===== src/hw/rtl/kic_pkg.sv =====
// Shared types, key codes and constants of the keypad integer calculator.
// Used by the controller, the datapath and the top level; depends on nothing.
package kic_pkg;

	localparam int MAX_DIGITS  = 16;
	localparam int BCD_DIGITS  = 20;
	localparam int BCD_W       = 4 * BCD_DIGITS;
	localparam int RADIX       = 10;
	localparam int PCT_DIVISOR = 100;
	localparam int WORD_STEPS  = 64;

	localparam logic [7:0] KEY_BACKSPACE  = 8'h08;
	localparam logic [7:0] KEY_ENTER      = 8'h0A;
	localparam logic [7:0] KEY_PERCENT    = 8'h25;
	localparam logic [7:0] KEY_STAR       = 8'h2A;
	localparam logic [7:0] KEY_PLUS       = 8'h2B;
	localparam logic [7:0] KEY_MINUS      = 8'h2D;
	localparam logic [7:0] KEY_SLASH      = 8'h2F;
	localparam logic [7:0] KEY_ZERO       = 8'h30;
	localparam logic [7:0] KEY_NINE       = 8'h39;
	localparam logic [7:0] KEY_EQUALS     = 8'h3D;
	localparam logic [7:0] KEY_UC_A       = 8'h41;
	localparam logic [7:0] KEY_UC_B       = 8'h42;
	localparam logic [7:0] KEY_UC_C       = 8'h43;
	localparam logic [7:0] KEY_UC_L       = 8'h4C;
	localparam logic [7:0] KEY_UC_M       = 8'h4D;
	localparam logic [7:0] KEY_UC_N       = 8'h4E;
	localparam logic [7:0] KEY_UC_S       = 8'h53;
	localparam logic [7:0] KEY_UNDERSCORE = 8'h5F;
	localparam logic [7:0] KEY_LC_A       = 8'h61;
	localparam logic [7:0] KEY_LC_B       = 8'h62;
	localparam logic [7:0] KEY_LC_C       = 8'h63;
	localparam logic [7:0] KEY_LC_L       = 8'h6C;
	localparam logic [7:0] KEY_LC_M       = 8'h6D;
	localparam logic [7:0] KEY_LC_N       = 8'h6E;
	localparam logic [7:0] KEY_LC_S       = 8'h73;

	typedef enum logic [1:0] {OP_ADD, OP_SUB, OP_MUL, OP_DIV} op_t;

	typedef enum logic [3:0] {
		KC_NONE, KC_DIGIT, KC_OP, KC_EQ, KC_CLR, KC_PCT, KC_NEG, KC_BS,
		KC_MR, KC_MS, KC_MC, KC_MA, KC_MB
	} key_class_t;

	typedef enum logic [4:0] {
		CMD_NOP, CMD_DIGIT, CMD_CLEAR, CMD_MEM_CLEAR, CMD_BACKSPACE,
		CMD_PARSE_INIT, CMD_PARSE_STEP, CMD_PARSE_FIX,
		CMD_SET_R_X, CMD_ALU, CMD_COMMIT, CMD_NEG_X, CMD_LOAD_MEM,
		CMD_MUL_INIT, CMD_MUL_STEP, CMD_DIV_INIT, CMD_DIV_STEP, CMD_DIV_FIX, CMD_DIV_ERR,
		CMD_SHOW_INIT, CMD_SHOW_STEP, CMD_SHOW_DONE,
		CMD_OP_KEY, CMD_EQ_END, CMD_PCT_END, CMD_MR_END,
		CMD_MEM_STORE, CMD_MEM_ADD, CMD_MEM_SUB
	} cmd_t;

	typedef enum logic [1:0] {DS_TOTAL_BY_X, DS_X_BY_PCT, DS_R_BY_PCT} div_src_t;

	typedef struct packed {
		cmd_t       code;
		logic [3:0] digit;
		op_t        op;
		div_src_t   src;
	} dp_cmd_t;

	typedef struct packed {
		logic step_last;
		logic parse_last;
		logic x_zero;
		logic pend;
		op_t  op;
		logic err;
		logic memv;
	} dp_status_t;

	typedef struct packed {
		logic [7:0] key_code;
	} key_item_t;

	typedef struct packed {
		logic        key_accepted;
		logic [63:0] shown_digits;
		logic [4:0]  shown_length;
		logic        shown_negative;
		logic        error_shown;
		logic        memory_indicator;
	} display_item_t;

	function automatic key_class_t classify(input logic [7:0] k);
		key_class_t c;
		unique case (k) inside
			KEY_UC_C, KEY_LC_C:                       c = KC_CLR;
			KEY_UC_L, KEY_LC_L:                       c = KC_MC;
			[KEY_ZERO:KEY_NINE]:                      c = KC_DIGIT;
			KEY_PLUS, KEY_MINUS, KEY_STAR, KEY_SLASH: c = KC_OP;
			KEY_EQUALS, KEY_ENTER:                    c = KC_EQ;
			KEY_PERCENT:                              c = KC_PCT;
			KEY_UC_N, KEY_LC_N, KEY_UNDERSCORE:       c = KC_NEG;
			KEY_BACKSPACE:                            c = KC_BS;
			KEY_UC_M, KEY_LC_M:                       c = KC_MR;
			KEY_UC_S, KEY_LC_S:                       c = KC_MS;
			KEY_UC_A, KEY_LC_A:                       c = KC_MA;
			KEY_UC_B, KEY_LC_B:                       c = KC_MB;
			default:                                  c = KC_NONE;
		endcase
		return c;
	endfunction

	function automatic op_t key_op(input logic [7:0] k);
		op_t o;
		unique case (k)
			KEY_MINUS: o = OP_SUB;
			KEY_STAR:  o = OP_MUL;
			KEY_SLASH: o = OP_DIV;
			default:   o = OP_ADD;
		endcase
		return o;
	endfunction

endpackage


===== src/hw/rtl/kic_ctrl.sv =====
// Controller of the keypad calculator: decodes a key and sequences the datapath.
// Depends on kic_pkg for key classes, commands and status.
module kic_ctrl
	import kic_pkg::*;
(
	input  logic       clk,
	input  logic       arst_n,
	input  logic       in_valid,
	input  logic [7:0] key_code,
	output logic       in_ready,
	input  logic       out_busy,
	output logic       out_load,
	output logic       key_accepted,
	output dp_cmd_t    cmd,
	input  dp_status_t status
);

	typedef enum logic [3:0] {
		S_IDLE, S_DISPATCH, S_PARSE, S_PARSE_FIX, S_ROUTE, S_MUL, S_PCT_DIV,
		S_DIV, S_DIV_FIX, S_COMMIT, S_SHOW_INIT, S_SHOW, S_SHOW_END, S_TAIL, S_FINISH
	} state_t;

	state_t     state_q, state_d;
	key_class_t cls_q;
	logic [3:0] digit_q;
	op_t        kop_q;

	assign in_ready     = (state_q == S_IDLE);
	assign out_load     = (state_q == S_FINISH) && !out_busy;
	assign key_accepted = (cls_q != KC_NONE);

	always_comb begin
		state_d   = state_q;
		cmd.code  = CMD_NOP;
		cmd.digit = digit_q;
		cmd.op    = kop_q;
		cmd.src   = DS_TOTAL_BY_X;
		unique case (state_q)
			S_IDLE: begin
				if (in_valid)
					state_d = S_DISPATCH;
			end
			S_DISPATCH: begin
				state_d = S_FINISH;
				if (cls_q == KC_CLR) begin
					cmd.code = CMD_CLEAR;
				end else if (cls_q == KC_MC) begin
					cmd.code = CMD_MEM_CLEAR;
				end else if (cls_q == KC_NONE || status.err) begin
					cmd.code = CMD_NOP;
				end else if (cls_q == KC_DIGIT) begin
					cmd.code = CMD_DIGIT;
				end else if (cls_q == KC_BS) begin
					cmd.code = CMD_BACKSPACE;
				end else if (cls_q == KC_MR) begin
					if (status.memv) begin
						cmd.code = CMD_LOAD_MEM;
						state_d  = S_SHOW_INIT;
					end
				end else begin
					cmd.code = CMD_PARSE_INIT;
					state_d  = S_PARSE;
				end
			end
			S_PARSE: begin
				cmd.code = CMD_PARSE_STEP;
				if (status.parse_last)
					state_d = S_PARSE_FIX;
			end
			S_PARSE_FIX: begin
				cmd.code = CMD_PARSE_FIX;
				state_d  = S_ROUTE;
			end
			S_ROUTE: begin
				state_d = S_FINISH;
				case (cls_q)
					KC_MS: cmd.code = CMD_MEM_STORE;
					KC_MA: cmd.code = CMD_MEM_ADD;
					KC_MB: cmd.code = CMD_MEM_SUB;
					KC_NEG: begin
						if (!status.x_zero) begin
							cmd.code = CMD_NEG_X;
							state_d  = S_SHOW_INIT;
						end
					end
					KC_PCT: begin
						if (status.pend) begin
							cmd.code = CMD_MUL_INIT;
							state_d  = S_MUL;
						end else begin
							cmd.code = CMD_DIV_INIT;
							cmd.src  = DS_X_BY_PCT;
							state_d  = S_DIV;
						end
					end
					default: begin
						// Operator and equals keys settle the pending operation.
						if (!status.pend) begin
							cmd.code = CMD_SET_R_X;
							state_d  = S_COMMIT;
						end else if (status.op == OP_ADD || status.op == OP_SUB) begin
							cmd.code = CMD_ALU;
							state_d  = S_COMMIT;
						end else if (status.op == OP_MUL) begin
							cmd.code = CMD_MUL_INIT;
							state_d  = S_MUL;
						end else if (status.x_zero) begin
							cmd.code = CMD_DIV_ERR;
							state_d  = S_TAIL;
						end else begin
							cmd.code = CMD_DIV_INIT;
							cmd.src  = DS_TOTAL_BY_X;
							state_d  = S_DIV;
						end
					end
				endcase
			end
			S_MUL: begin
				cmd.code = CMD_MUL_STEP;
				if (status.step_last)
					state_d = (cls_q == KC_PCT) ? S_PCT_DIV : S_COMMIT;
			end
			S_PCT_DIV: begin
				cmd.code = CMD_DIV_INIT;
				cmd.src  = DS_R_BY_PCT;
				state_d  = S_DIV;
			end
			S_DIV: begin
				cmd.code = CMD_DIV_STEP;
				if (status.step_last)
					state_d = S_DIV_FIX;
			end
			S_DIV_FIX: begin
				cmd.code = CMD_DIV_FIX;
				state_d  = (cls_q == KC_PCT) ? S_SHOW_INIT : S_COMMIT;
			end
			S_COMMIT: begin
				cmd.code = CMD_COMMIT;
				state_d  = S_SHOW_INIT;
			end
			S_SHOW_INIT: begin
				cmd.code = CMD_SHOW_INIT;
				state_d  = S_SHOW;
			end
			S_SHOW: begin
				cmd.code = CMD_SHOW_STEP;
				if (status.step_last)
					state_d = S_SHOW_END;
			end
			S_SHOW_END: begin
				cmd.code = CMD_SHOW_DONE;
				state_d  = S_TAIL;
			end
			S_TAIL: begin
				state_d = S_FINISH;
				case (cls_q)
					KC_OP:   cmd.code = CMD_OP_KEY;
					KC_EQ:   cmd.code = CMD_EQ_END;
					KC_PCT:  cmd.code = CMD_PCT_END;
					KC_MR:   cmd.code = CMD_MR_END;
					default: cmd.code = CMD_NOP;
				endcase
			end
			S_FINISH: begin
				if (!out_busy)
					state_d = S_IDLE;
			end
			default: state_d = S_IDLE;
		endcase
	end

	always_ff @(posedge clk or negedge arst_n) begin
		if (!arst_n) begin
			state_q <= S_IDLE;
			cls_q   <= KC_NONE;
			digit_q <= 4'd0;
			kop_q   <= OP_ADD;
		end else begin
			state_q <= state_d;
			if (state_q == S_IDLE && in_valid) begin
				cls_q   <= classify(key_code);
				digit_q <= key_code[3:0];
				kop_q   <= key_op(key_code);
			end
		end
	end

	assert property (@(posedge clk) disable iff (!arst_n)
		out_load |=> state_q == S_IDLE)
		else $error("controller did not return to idle after delivering a word");

	assert property (@(posedge clk) disable iff (!arst_n)
		(state_q == S_IDLE && in_valid) |=> state_q == S_DISPATCH)
		else $error("accepted key was not dispatched");

	assert property (@(posedge clk) disable iff (!arst_n)
		(state_q == S_FINISH && out_busy) |=> state_q == S_FINISH)
		else $error("result word left the finish state while the receiver stalled");

endmodule


===== config.mk =====
export PLATFORM = sky130hd
export DESIGN_NAME = kic_ctrl
export DESIGN_NICKNAME = d
export VERILOG_FILES = /design/src/hw/rtl/kic_pkg.sv /design/src/hw/rtl/kic_ctrl.sv
export SDC_FILE = /design/constraint.sdc
export NUM_CORES = 1
export LEC_CHECK = 0
export BUFFER_PORTS_ARGS = -buffer_cell sky130_fd_sc_hd__buf_4
export CORE_MARGIN = 2
export CORE_UTILIZATION = 50
export CTS_CLUSTER_SIZE = 24
export DETAILED_ROUTE_END_ITERATION = 8
export HOLD_SLACK_MARGIN = 0.1
export MAX_ROUTING_LAYER = met4
export PLACE_DENSITY = 0.76
export SETUP_SLACK_MARGIN = 0.1
export SYNTH_ARGS = -nofsm -noshare
export SYNTH_HDL_FRONTEND = slang
export SYNTH_SLANG_ARGS = --single-unit

===== constraint.sdc =====
create_clock -name clk -period 1.6 [get_ports clk]
set_input_delay 0.16 -clock clk [delete_from_list [all_inputs] [get_ports clk]]
set_output_delay 0.16 -clock clk [all_outputs]
set_load 0.01 [all_outputs]

==> results.py, run 1 <==
metrics = {
    "placement": {
        "place_ws_ns": -0.198,
        "place_inst": 381,
        "dp_hpwl_um": 4920,
        "gp_congestion": 0.978,
        "port_buffers": 35,
    },
    "floorplan": {
        "ios": 36,
        "die_w_um": 64.2,
        "start_util_pct": 53.1,
        "rows": 21,
        "die_h_um": 64.2,
    },
    "clock_network": {
        "cts_sinks": 14,
        "cts-htree-levels": 1,
        "numCtsBuffers": 3,
        "clockRootBuffer": "clkbuf_4",
        "clk_path_buf_depth": 2,
    },
    "synth": {
        "ys_seq_elements": 14,
        "ys_seq_area_share_pct": 19.3,
        "ys_warn_count": 0,
        "synth_async_sr_flop_share_pct": 100,
        "ys.flop_type": "dfrtp_1",
        "synth.distinct_cells": 58,
        "synth_top_area_share_pct": 19.3,
        "synth_area_um2": 1810,
        "synth_nets": 283,
        "postSynthAreaPerCell_um2": 6.90,
        "synth_edf_count": 0,
        "yosysTopAreaCell": "dfrtp_1",
        "synthTopCellsByArea": "dfrtp_1 19%, nand2_1 8.3%, a21oi_1 5.8%",
        "synthCells": 263,
    },
    "run_status": {
        "error_line": "[ERROR DPL-0033] detailed placement checks failed during check placement.",
        "status": "stopped before the end",
        "stop_stage": "global routing",
    },
    "sta": {
        "worstEpCategory": "output port",
        "worst_endpoint": "cmd[12]",
    },
    "global_route": {
        "antenna_found_initial": 0,
        "grt_max_degree": 18,
    },
}
==> repair_timing <==
action | in CTS
hold buffers | 1
setup endpoints to repair | 19
buffers inserted | 31
hold endpoints to repair | 14
gates resized for setup | 64
pin swaps | 27
gates cloned | 0
==> through the flow <==
stage	setup TNS [ns]	utilization [%]	cell area, µm²
after detailed placement	-1.70	74.6	2550
after CTS	-3.57	88.6	3030
after floorplan	0	-	1900
after global placement	-1.29	74.6	2550
==> synthesized netlist by cell type, types with 3 or more instances <==
cell type and number:
nand2_1 40, a21oi_1 21, nor2_1 17, o21ai_0 16, dfrtp_1 14, buf_2 13, nand2b_1 11, nor2b_1 11
inv_1 8, nor3_1 8, clkbuf_1 7, a31oi_1 6, o22ai_1 6, o31ai_1 5, a2111oi_0 4, nand3b_1 4
a211oi_1 3, a22oi_1 3, a311oi_1 3, and3_1 3, mux2i_1 3, nor3b_1 3, nor4_1 3, o2bb2ai_1 3
or2_2 3
==> kinds of logic after synthesis <==
kind of cell           count (synthesis)  share of synthesized area (%)
AND/OR/NAND/NOR                      119                           34.8
flip-flops                            14                           19.3
buffers and inverters                 31                           7.72
XOR/XNOR                               4                           1.93
AO/OA/AOI/OAI                         91                           34.0
multiplexers                           4                           2.28
==> run 2: changes to the inputs <==
Settings changed: CORE_UTILIZATION 50 to 40, CTS_CLUSTER_SIZE 24 to default, HOLD_SLACK_MARGIN 0.1 to default, MAX_ROUTING_LAYER met4 to default, PLACE_DENSITY 0.76 to default, PLACE_DENSITY_LB_ADDON from default to 0.15, SETUP_SLACK_MARGIN 0.1 to default.
Clock period 1.6 ns to 2.08 ns, I/O delays scaled along.
==> results.py, run 2 <==
metrics = {
    "setup_path": {
        "arrival_ns": 1.84,
        "max_stage_delay_ns": 0.48,
        "crit_path_end": "cmd[9]",
        "rr_startpoint": "cls_q[1]",
        "cp_slowest_cell": "dfrtp_2",
        "worst_setup_path_end_kind": "primary output",
        "cp_cell_sequence": "buf_6, nand3b_1, o211a_4, a221o_1, o31ai_1, buf_4",
        "crit_family": "compound AO/OA/AOI/OAI gates",
        "r2r-end": "state_q[3]",
        "r2r_slack_ns": 0.18,
        "cp_max_fo": 10,
        "path_buf_inv": 2,
        "worstSetupPathType": "reg -> out",
        "worst-path-stages": 6,
        "critPathLaunch": "cls_q[2]",
        "crit_required_ns": 1.87,
        "reg2regPathDepth": 8,
        "startpoint_type": "register",
    },
    "clock_network": {
        "cts-htree-levels": 1,
        "cts_sinks": 14,
        "clockRootBuffer": "clkbuf_8",
        "cts_tree": "done",
        "clk_latency_ns": 0.25,
        "clkTransAtPathRegs_ns": 0.06,
        "clk_path_buf_depth": 2,
        "numCtsBuffers": 3,
    },
    "sta": {
        "max_freq_mhz": 488,
        "fin_crit_sh_pct": 98.5,
        "hold_viol": 0,
        "final.setup.worst_slack_ns": 0.0305,
        "slew_viol_final": 0,
        "maxSlewHeadroom_pct": 75.3,
        "tightest_slew_ns": 0.360,
        "rsz0062_at_grt": "true",
        "setup_violations": 0,
        "skew_ns": 0.00392,
        "period_needed_ns": 2.05,
        "hold_ws_ns": 0.209,
    },
    "global_route": {
        "grt_usage_pct": 22.6,
        "grt_max_degree": 16,
        "grt_overflow": 0,
        "grt_pass1_vias": 1958,
        "antenna_found_initial": 0,
        "grt_pass1_wl_um": 9370,
    },
    "run_status": {
        "status": "complete, no violations",
    },
    "min_path": {
        "hp-class": "in -> reg",
    },
    "route": {
        "dr_total_vias": 2251,
        "ant_nets": 0,
        "drc": 0,
        "wl_per_cell_um": 16.8,
        "vias_per_cell": 6.13,
        "drtPass1Iterations": 5,
        "routed_wl_um": 6180,
        "first_iter_violations": 308,
    },
    "synth": {
        "synthTopCellsByArea": "dfrtp_1 19%, nand2_1 8.3%, a21oi_1 5.8%",
        "synth_async_sr_flop_share_pct": 100,
        "postSynthAreaPerCell_um2": 6.90,
        "yosysTopAreaCell": "dfrtp_1",
        "yosysMostFrequentCell": "nand2_1",
        "ys_warn_count": 0,
        "synthCells": 263,
        "ys_seq_elements": 14,
        "synthTopCellsByCount": "40 x nand2_1, 21 x a21oi_1, 17 x nor2_1",
        "synth_area_um2": 1810,
        "synth.distinct_cells": 58,
        "ys.flop_type": "dfrtp_1",
        "ys_seq_area_share_pct": 19.3,
        "synth_nets": 283,
        "synth_top_area_share_pct": 19.3,
        "synth_edf_count": 0,
    },
    "placement": {
        "port_buffers": 35,
        "place_ws_ns": 0.0368,
        "gp_congestion": 0.903,
        "dp_hpwl_um": 4260,
    },
    "layout": {
        "insertedDiodeCount": 0,
        "mostFrequentLayoutCells": "62 x buf_4, 38 x nand2_1, 19 x a21oi_1, 16 x nor2_1, 14 x o21ai_0",
        "layout-drive-gt1-share_pct": 34.0,
        "final_common_cell": "buf_4",
        "multi_input_area_um2": 1440,
        "layout-area-overhead-vs-synth_pct": 38.8,
        "nFillCells": 416,
        "ff_latch_area_um2": 357,
        "top_regs": "cls_q x4, digit_q x4, state_q x4",
        "fin_nets": 336,
    },
    "floorplan": {
        "rows": 24,
        "die_area_um2": 5090,
        "coreArea_um2": 4350,
        "start_util_pct": 41.7,
        "ios": 36,
        "die_w_um": 71.3,
        "die_h_um": 71.3,
    },
    "run": {
        "max_cap_viol_count": 0,
    },
    "power_and_ir_drop": {
        "power_density_nw_per_um2": 1380,
        "power_mw": 3.48,
        "p_leak_nw": 1.05,
        "vdd_drop_max_uv": 413,
    },
}
==> run 2: timing repair <==
action | in CTS | in global routing
setup buffers | 2 | 13
endpoints found under the setup margin | 5 | 5
pin swaps | 1 | 10
gates resized for setup | 9 | 37
hold endpoints to repair | 14 | 0
hold buffers | 1 | 0
==> run 2: worst register-to-register path, stage by stage (launching register included) <==
cell and delay, ns:
dfrtp_2 0.41, buf_6 0.13, buf_6 0.13, buf_4 0.13, and4bb_2 0.36, nand3b_1 0.12, a21oi_1 0.15, o31ai_1 0.08
mux2_2 0.26
==> run 2: metal layers <==
metal	wire, µm	track usage (%)	vias to the layer above
li1	-	-	1081
met1	2490	30.9	1007
met2	2960	36.4	127
met3	464	3.38	36
met4	261	8.18	0
met5	0	0	-
==> run 2: worst min path at each step <==
| stage | startpoint | to | cells after the start |
|---|---|---|---|
| after floorplan | arst_n | cls_q[0] | 0 |
| after global placement | arst_n | state_q[0] | 1 |
| after detailed placement | arst_n | state_q[0] | 1 |
| after CTS | key_code[7] | cls_q[3] | 2 |
| after global routing | key_code[7] | cls_q[3] | 2 |
| final | key_code[7] | cls_q[3] | 2 |
==> run 2: cell families after synthesis <==
family | count (synthesis) | share of synthesized area (%)
AND/OR/NAND/NOR | 119 | 34.8
multiplexers | 4 | 2.28
flip-flops | 14 | 19.3
AO/OA/AOI/OAI | 91 | 34.0
buffers and inverters | 31 | 7.72
XOR/XNOR | 4 | 1.93
==> run 2: per-stage QoR <==
step                instance area (µm²)  setup TNS [ns]  cells  util (%)
floorplan                          1810               0    263         -
global placement                   2180               0    347      50.1
detailed placement                 2180               0    347      50.1
CTS                                2280               0    354      52.4
global route                       2520          -0.151    367      57.8
finish                             2520               0    367      57.8
==> run 2: power breakdown <==
group          internal (mW)  switching (mW)
clock network          0.168           0.100
registers              0.392           0.142
logic                   1.29            1.38
==> run 2: area by class of cell <==
cell class,instances,share of cell area (%)
Timing Repair Buffer,71,22.7
Sequential cell,14,14.2
Multi-Input combinational cell,218,57.0
Tap cell,52,2.58
Clock buffer,4,2.19
Inverter,8,1.34
(Power assumes the default switching activity.)
==> run 3: changes to the inputs <==
Settings changed: CORE_MARGIN 2 to default, CORE_UTILIZATION 40 to 41, SLEW_MARGIN from default to 25.
==> results.py, run 3 (synthesis results as in run 2) <==
metrics = {
    "layout": {
        "fin_util_pct": 61.1,
        "multi_input_area_um2": 1470,
        "layout-area-overhead-vs-synth_pct": 38.5,
        "nFillCells": 389,
        "mostFrequentLayoutCells": "58 x buf_4, 39 x nand2_1, 19 x a21oi_1, 16 x nor2_1, 12 x o21ai_0",
        "finalInstanceArea_um2": 2510,
        "layout-drive-gt1-share_pct": 32.6,
        "ff_latch_area_um2": 355,
        "top_regs": "cls_q x4, digit_q x4, state_q x4",
        "fin_nets": 331,
        "final_common_cell": "buf_4",
        "insertedDiodeCount": 0,
    },
    "setup_path": {
        "worst_setup_path_end_kind": "primary output",
        "arrival_ns": 1.86,
        "worstSetupPathType": "reg -> out",
        "crit_required_ns": 1.87,
        "cp_max_fo": 15,
        "startpoint_type": "register",
    },
    "route": {
        "dr_total_vias": 2241,
        "routed_wl_um": 6120,
        "drtPass1Iterations": 5,
        "vias_per_cell": 6.23,
        "wl_per_cell_um": 17.0,
        "drc": 0,
        "ant_nets": 0,
        "first_iter_violations": 161,
    },
    "floorplan": {
        "die_h_um": 68.5,
        "die_area_um2": 4690,
        "ios": 36,
        "rows": 23,
        "coreArea_um2": 4120,
        "start_util_pct": 44.1,
        "die_w_um": 68.5,
    },
    "sta": {
        "fin_crit_sh_pct": 99.6,
        "tightest_slew_ns": 0.427,
        "final.setup.worst_slack_ns": 0.00845,
        "maxSlewHeadroom_pct": 70.8,
        "hold_viol": 0,
        "period_needed_ns": 2.07,
        "setup_violations": 0,
        "slew_viol_final": 0,
        "rsz0062_at_grt": "true",
        "max_freq_mhz": 483,
        "skew_ns": 0.00105,
    },
    "placement": {
        "port_buffers": 35,
        "dp_hpwl_um": 4300,
        "gp_congestion": 0.911,
        "dpl_cell_area_um2": 2240,
        "place_ws_ns": 0.132,
    },
    "global_route": {
        "grt_max_degree": 25,
        "antenna_found_initial": 0,
        "grt_pass1_vias": 1819,
        "grt_usage_pct": 25.0,
        "grt_overflow": 0,
        "grt_pass1_wl_um": 8780,
    },
    "run_status": {
        "status": "complete, no violations",
    },
    "clock_network": {
        "clk_path_buf_depth": 2,
        "cts-htree-levels": 1,
        "cts_tree": "done",
        "cts_sinks": 14,
        "numCtsBuffers": 3,
        "clk_latency_ns": 0.24,
        "clkTransAtPathRegs_ns": 0.06,
        "clockRootBuffer": "clkbuf_8",
    },
    "power_and_ir_drop": {
        "vdd_drop_max_uv": 625,
        "power_density_nw_per_um2": 1350,
        "p_leak_nw": 1.05,
    },
    "min_path": {
        "hp-class": "in -> reg",
    },
    "run": {
        "max_cap_viol_count": 0,
    },
}
[run 3: power by group]
group / internal, mW / switching, mW
clock network: 0.168 / 0.0985
logic: 1.25 / 1.33
registers: 0.390 / 0.167
[run 3: layer usage]
layer / routed length (µm) / track usage [%]
met3: 442 / 4.44
met4: 119 / 7.29
met2: 2780 / 35.9
met5: 0 / 0
met1: 2780 / 37.3
[run 3: final timing paths]
path | start | endpoint | slack [ns] | cells past startpoint
worst max-delay path | cls_q[0] | cmd[8] | 0.008 | 7
worst min-delay path | key_code[7] | cls_q[3] | 0.20 | 2
worst max register to register | cls_q[1] | state_q[0] | 0.09 | 7
worst min register to register | digit_q[0] | digit_q[0] | 0.47 | 2
max in group asynchronous | arst_n | cls_q[1] | 1.54 | 2
min in group asynchronous | arst_n | state_q[0] | 0.35 | 2
[run 3: per-stage QoR]
stage          setup TNS [ns]  cells  hold slack (ns)  total power [mW]
6_report                    0    360            0.205              3.40
5_1_grt                -0.183    360            0.222              3.66
4_1_cts             -0.000868    354            0.201              3.06
3_5_place_dp                0    348           0.0710              2.74
3_3_place_gp                0    348           0.0698              2.75
2_1_floorplan               0    263          -0.0876              1.90
[run 3: timing repair]
action,4_1_cts,5_1_grt
hold buffers,1,0
gates resized for setup,8,34
cloned,0,0
endpoints found under the setup margin,5,5
setup buffers,1,7
endpoints found under the hold margin,14,0
pin swaps,2,13
[run 3: worst max-delay path, cell delays in order, from the launching register on]
cell and delay [ns]:
dfrtp_2 0.46, buf_12 0.17, or3b_4 0.43, o21ai_1 0.09, a22oi_1 0.07, a21oi_1 0.15
a32o_1 0.13, buf_4 0.11
[run 3: area by class of cell]
cell class,instances,area share [%]
Tap cell,50,2.49
Inverter,8,1.20
Clock buffer,4,2.19
Multi-Input combinational cell,218,58.3
Timing Repair Buffer,66,21.7
Sequential cell,14,14.1
==> run 4: changes to the inputs <==
Settings changed: BUFFER_PORTS_ARGS -buffer_cell sky130_fd_sc_hd__buf_4 to -buffer_cell sky130_fd_sc_hd__clkbuf_2.
==> results.py, run 4 (synthesis results as in run 2) <==
metrics = {
    "run_status": {
        "status": "complete, but fails checks",
        "violations": "negative setup slack",
    },
    "global_route": {
        "grt_max_degree": 18,
        "use_met1_pct": 37.5,
        "grt_pass1_wl_um": 9090,
        "grt_usage_pct": 25.8,
        "met2_usage_pct": 39.2,
        "grt.busiest_layer": "met2",
        "antenna_found_initial": 0,
        "grt_overflow": 0,
        "grt_util_met3_pct": 4.61,
        "grt_pass1_vias": 1829,
    },
    "sta": {
        "hold_viol": 0,
        "setup_violations": 1,
        "skew_ns": 0.000620,
        "rsz0062_at_grt": "true",
        "slew_viol_final": 0,
        "fin_crit_sh_pct": 100,
        "maxSlewHeadroom_pct": 71.5,
        "max_freq_mhz": 480,
        "final.setup.worst_slack_ns": -0.00247,
        "hold_ws_ns": 0.275,
        "period_needed_ns": 2.08,
        "tightest_slew_ns": 0.417,
    },
    "setup_path": {
        "cp_cell_sequence": "buf_4, nand2_1, a21oi_2, a2111oi_2, buf_4, or3_1, a32oi_1, clkbuf_2",
        "cp_slowest_cell": "dfrtp_2",
        "crit_required_ns": 1.87,
        "max_stage_delay_ns": 0.45,
        "reg2regPathDepth": 6,
        "worstSetupPathType": "reg -> out",
        "crit_path_frequent_cell": "buf_4",
        "worst_setup_path_end_kind": "primary output",
        "arrival_ns": 1.87,
        "startpoint_type": "register",
        "cp_max_fo": 6,
    },
    "layout": {
        "finalNonFillerCells": 362,
        "nFillCells": 403,
        "multi_input_area_um2": 1430,
        "ff_latch_area_um2": 357,
        "fin_nets": 333,
        "insertedDiodeCount": 0,
        "finalInstanceArea_um2": 2420,
        "final_common_cell": "nand2_1",
        "layout-area-overhead-vs-synth_pct": 33.5,
        "layout-drive-gt1-share_pct": 33.0,
        "mostFrequentLayoutCells": "40 x nand2_1, 33 x clkbuf_2, 22 x buf_4, 19 x a21oi_1, 16 x nor2_1",
        "top_regs": "cls_q x4, digit_q x4, state_q x4",
    },
    "floorplan": {
        "start_util_pct": 44.1,
        "rows": 23,
        "die_h_um": 68.5,
        "die_w_um": 68.5,
        "die_area_um2": 4690,
        "coreArea_um2": 4120,
        "ios": 36,
    },
    "clock_network": {
        "cts_tree": "done",
        "cts_sinks": 14,
        "clk_path_buf_depth": 2,
        "cts-htree-levels": 1,
        "numCtsBuffers": 3,
        "clockRootBuffer": "clkbuf_8",
        "clk_latency_ns": 0.25,
        "clkTransAtPathRegs_ns": 0.06,
    },
    "route": {
        "drtPass1Iterations": 5,
        "wl_per_cell_um": 16.5,
        "vias_per_cell": 6.17,
        "ant_nets": 0,
        "drc": 0,
        "dr_total_vias": 2233,
        "first_iter_violations": 214,
        "routed_wl_um": 5960,
    },
    "power_and_ir_drop": {
        "p_leak_nw": 1.02,
        "netSwitchingPower_mw": 1.56,
        "power_density_nw_per_um2": 1360,
        "combPwrFrac_pct": 75.2,
        "seqPwrFrac_pct": 16.6,
        "clockPowerShare_pct": 8.3,
        "internal-power_mw": 1.72,
        "swShare_pct": 47.5,
        "vdd_drop_max_uv": 644,
    },
    "placement": {
        "port_buffers": 35,
        "dpl_cell_area_um2": 2120,
        "gp_congestion": 0.906,
        "place_inst": 345,
        "dp_hpwl_um": 4260,
    },
    "min_path": {
        "hp-class": "in -> reg",
        "whs_path_depth": 2,
    },
    "run": {
        "max_cap_viol_count": 0,
    },
}
## run 4: layout make-up
cell class	count	share of cell area (%)
well taps	50	2.58
inverters	8	1.24
repair buffers	68	20.2
multi-input cells	218	59.0
flip-flops and latches	14	14.7
clock buffers	4	2.27
## run 4: per-layer routing
metal	up-vias	share of wire (%)	wire, µm
met5	-	0	0
met4	0	1.3	80
met3	10	7.8	465
met2	112	47	2810
met1	1034	44	2610
li1	1077	-	-
## run 4: through the flow
step / util [%] / setup TNS [ns] / setup slack [ns] / power (mW)
6_report: 58.9 / -0.00247 / -0.00247 / 3.28
5_1_grt: 58.9 / -0.267 / -0.113 / 3.52
4_1_cts: 56.5 / -0.0300 / -0.0180 / 3.04
2_1_floorplan: - / 0 / 0.356 / 1.90
3_3_place_gp: 51.4 / 0 / 0.131 / 2.59
3_5_place_dp: 51.4 / 0 / 0.0791 / 2.58
## run 4: critical path: cells and delay by family (launching register included)
family	cells	cell delay, ns
buffers and inverters	3	0.48
and+or+nand+nor	2	0.19
DFF	1	0.45
AOI/OAI and AO/OA	3	0.50
## run 4: worst paths after layout
| kind | startpoint | end | slack, ns |
|---|---|---|---|
| hold reg to reg | digit_q[2] | digit_q[2] | 0.48 |
| setup / recovery | cls_q[0] | cmd[12] | -0.002 |
| setup reg to reg | cls_q[1] | state_q[0] | 0.21 |
| max in group asynchronous | arst_n | cls_q[3] | 1.38 |
| min in group asynchronous | arst_n | digit_q[0] | 0.41 |
| hold / removal | key_code[7] | cls_q[3] | 0.28 |
## run 4: timing repair
action                                  4_1_cts  5_1_grt
buffers inserted                              5        5
pin swaps                                     6       12
resized for setup                            23       21
endpoints found under the hold margin        14        0
cloned                                        1        1
endpoints found under the setup margin        6        6
hold buffers                                  1        0
## run 4: power groups by stage
stage               sequential (mW)  combinational, mW  clock (mW)
floorplan                     0.496               1.40           0
global placement              0.527               2.07           0
detailed placement            0.531               2.05           0
CTS                           0.546               2.22       0.281
global route                  0.563               2.67       0.295
finish                        0.545               2.47       0.271
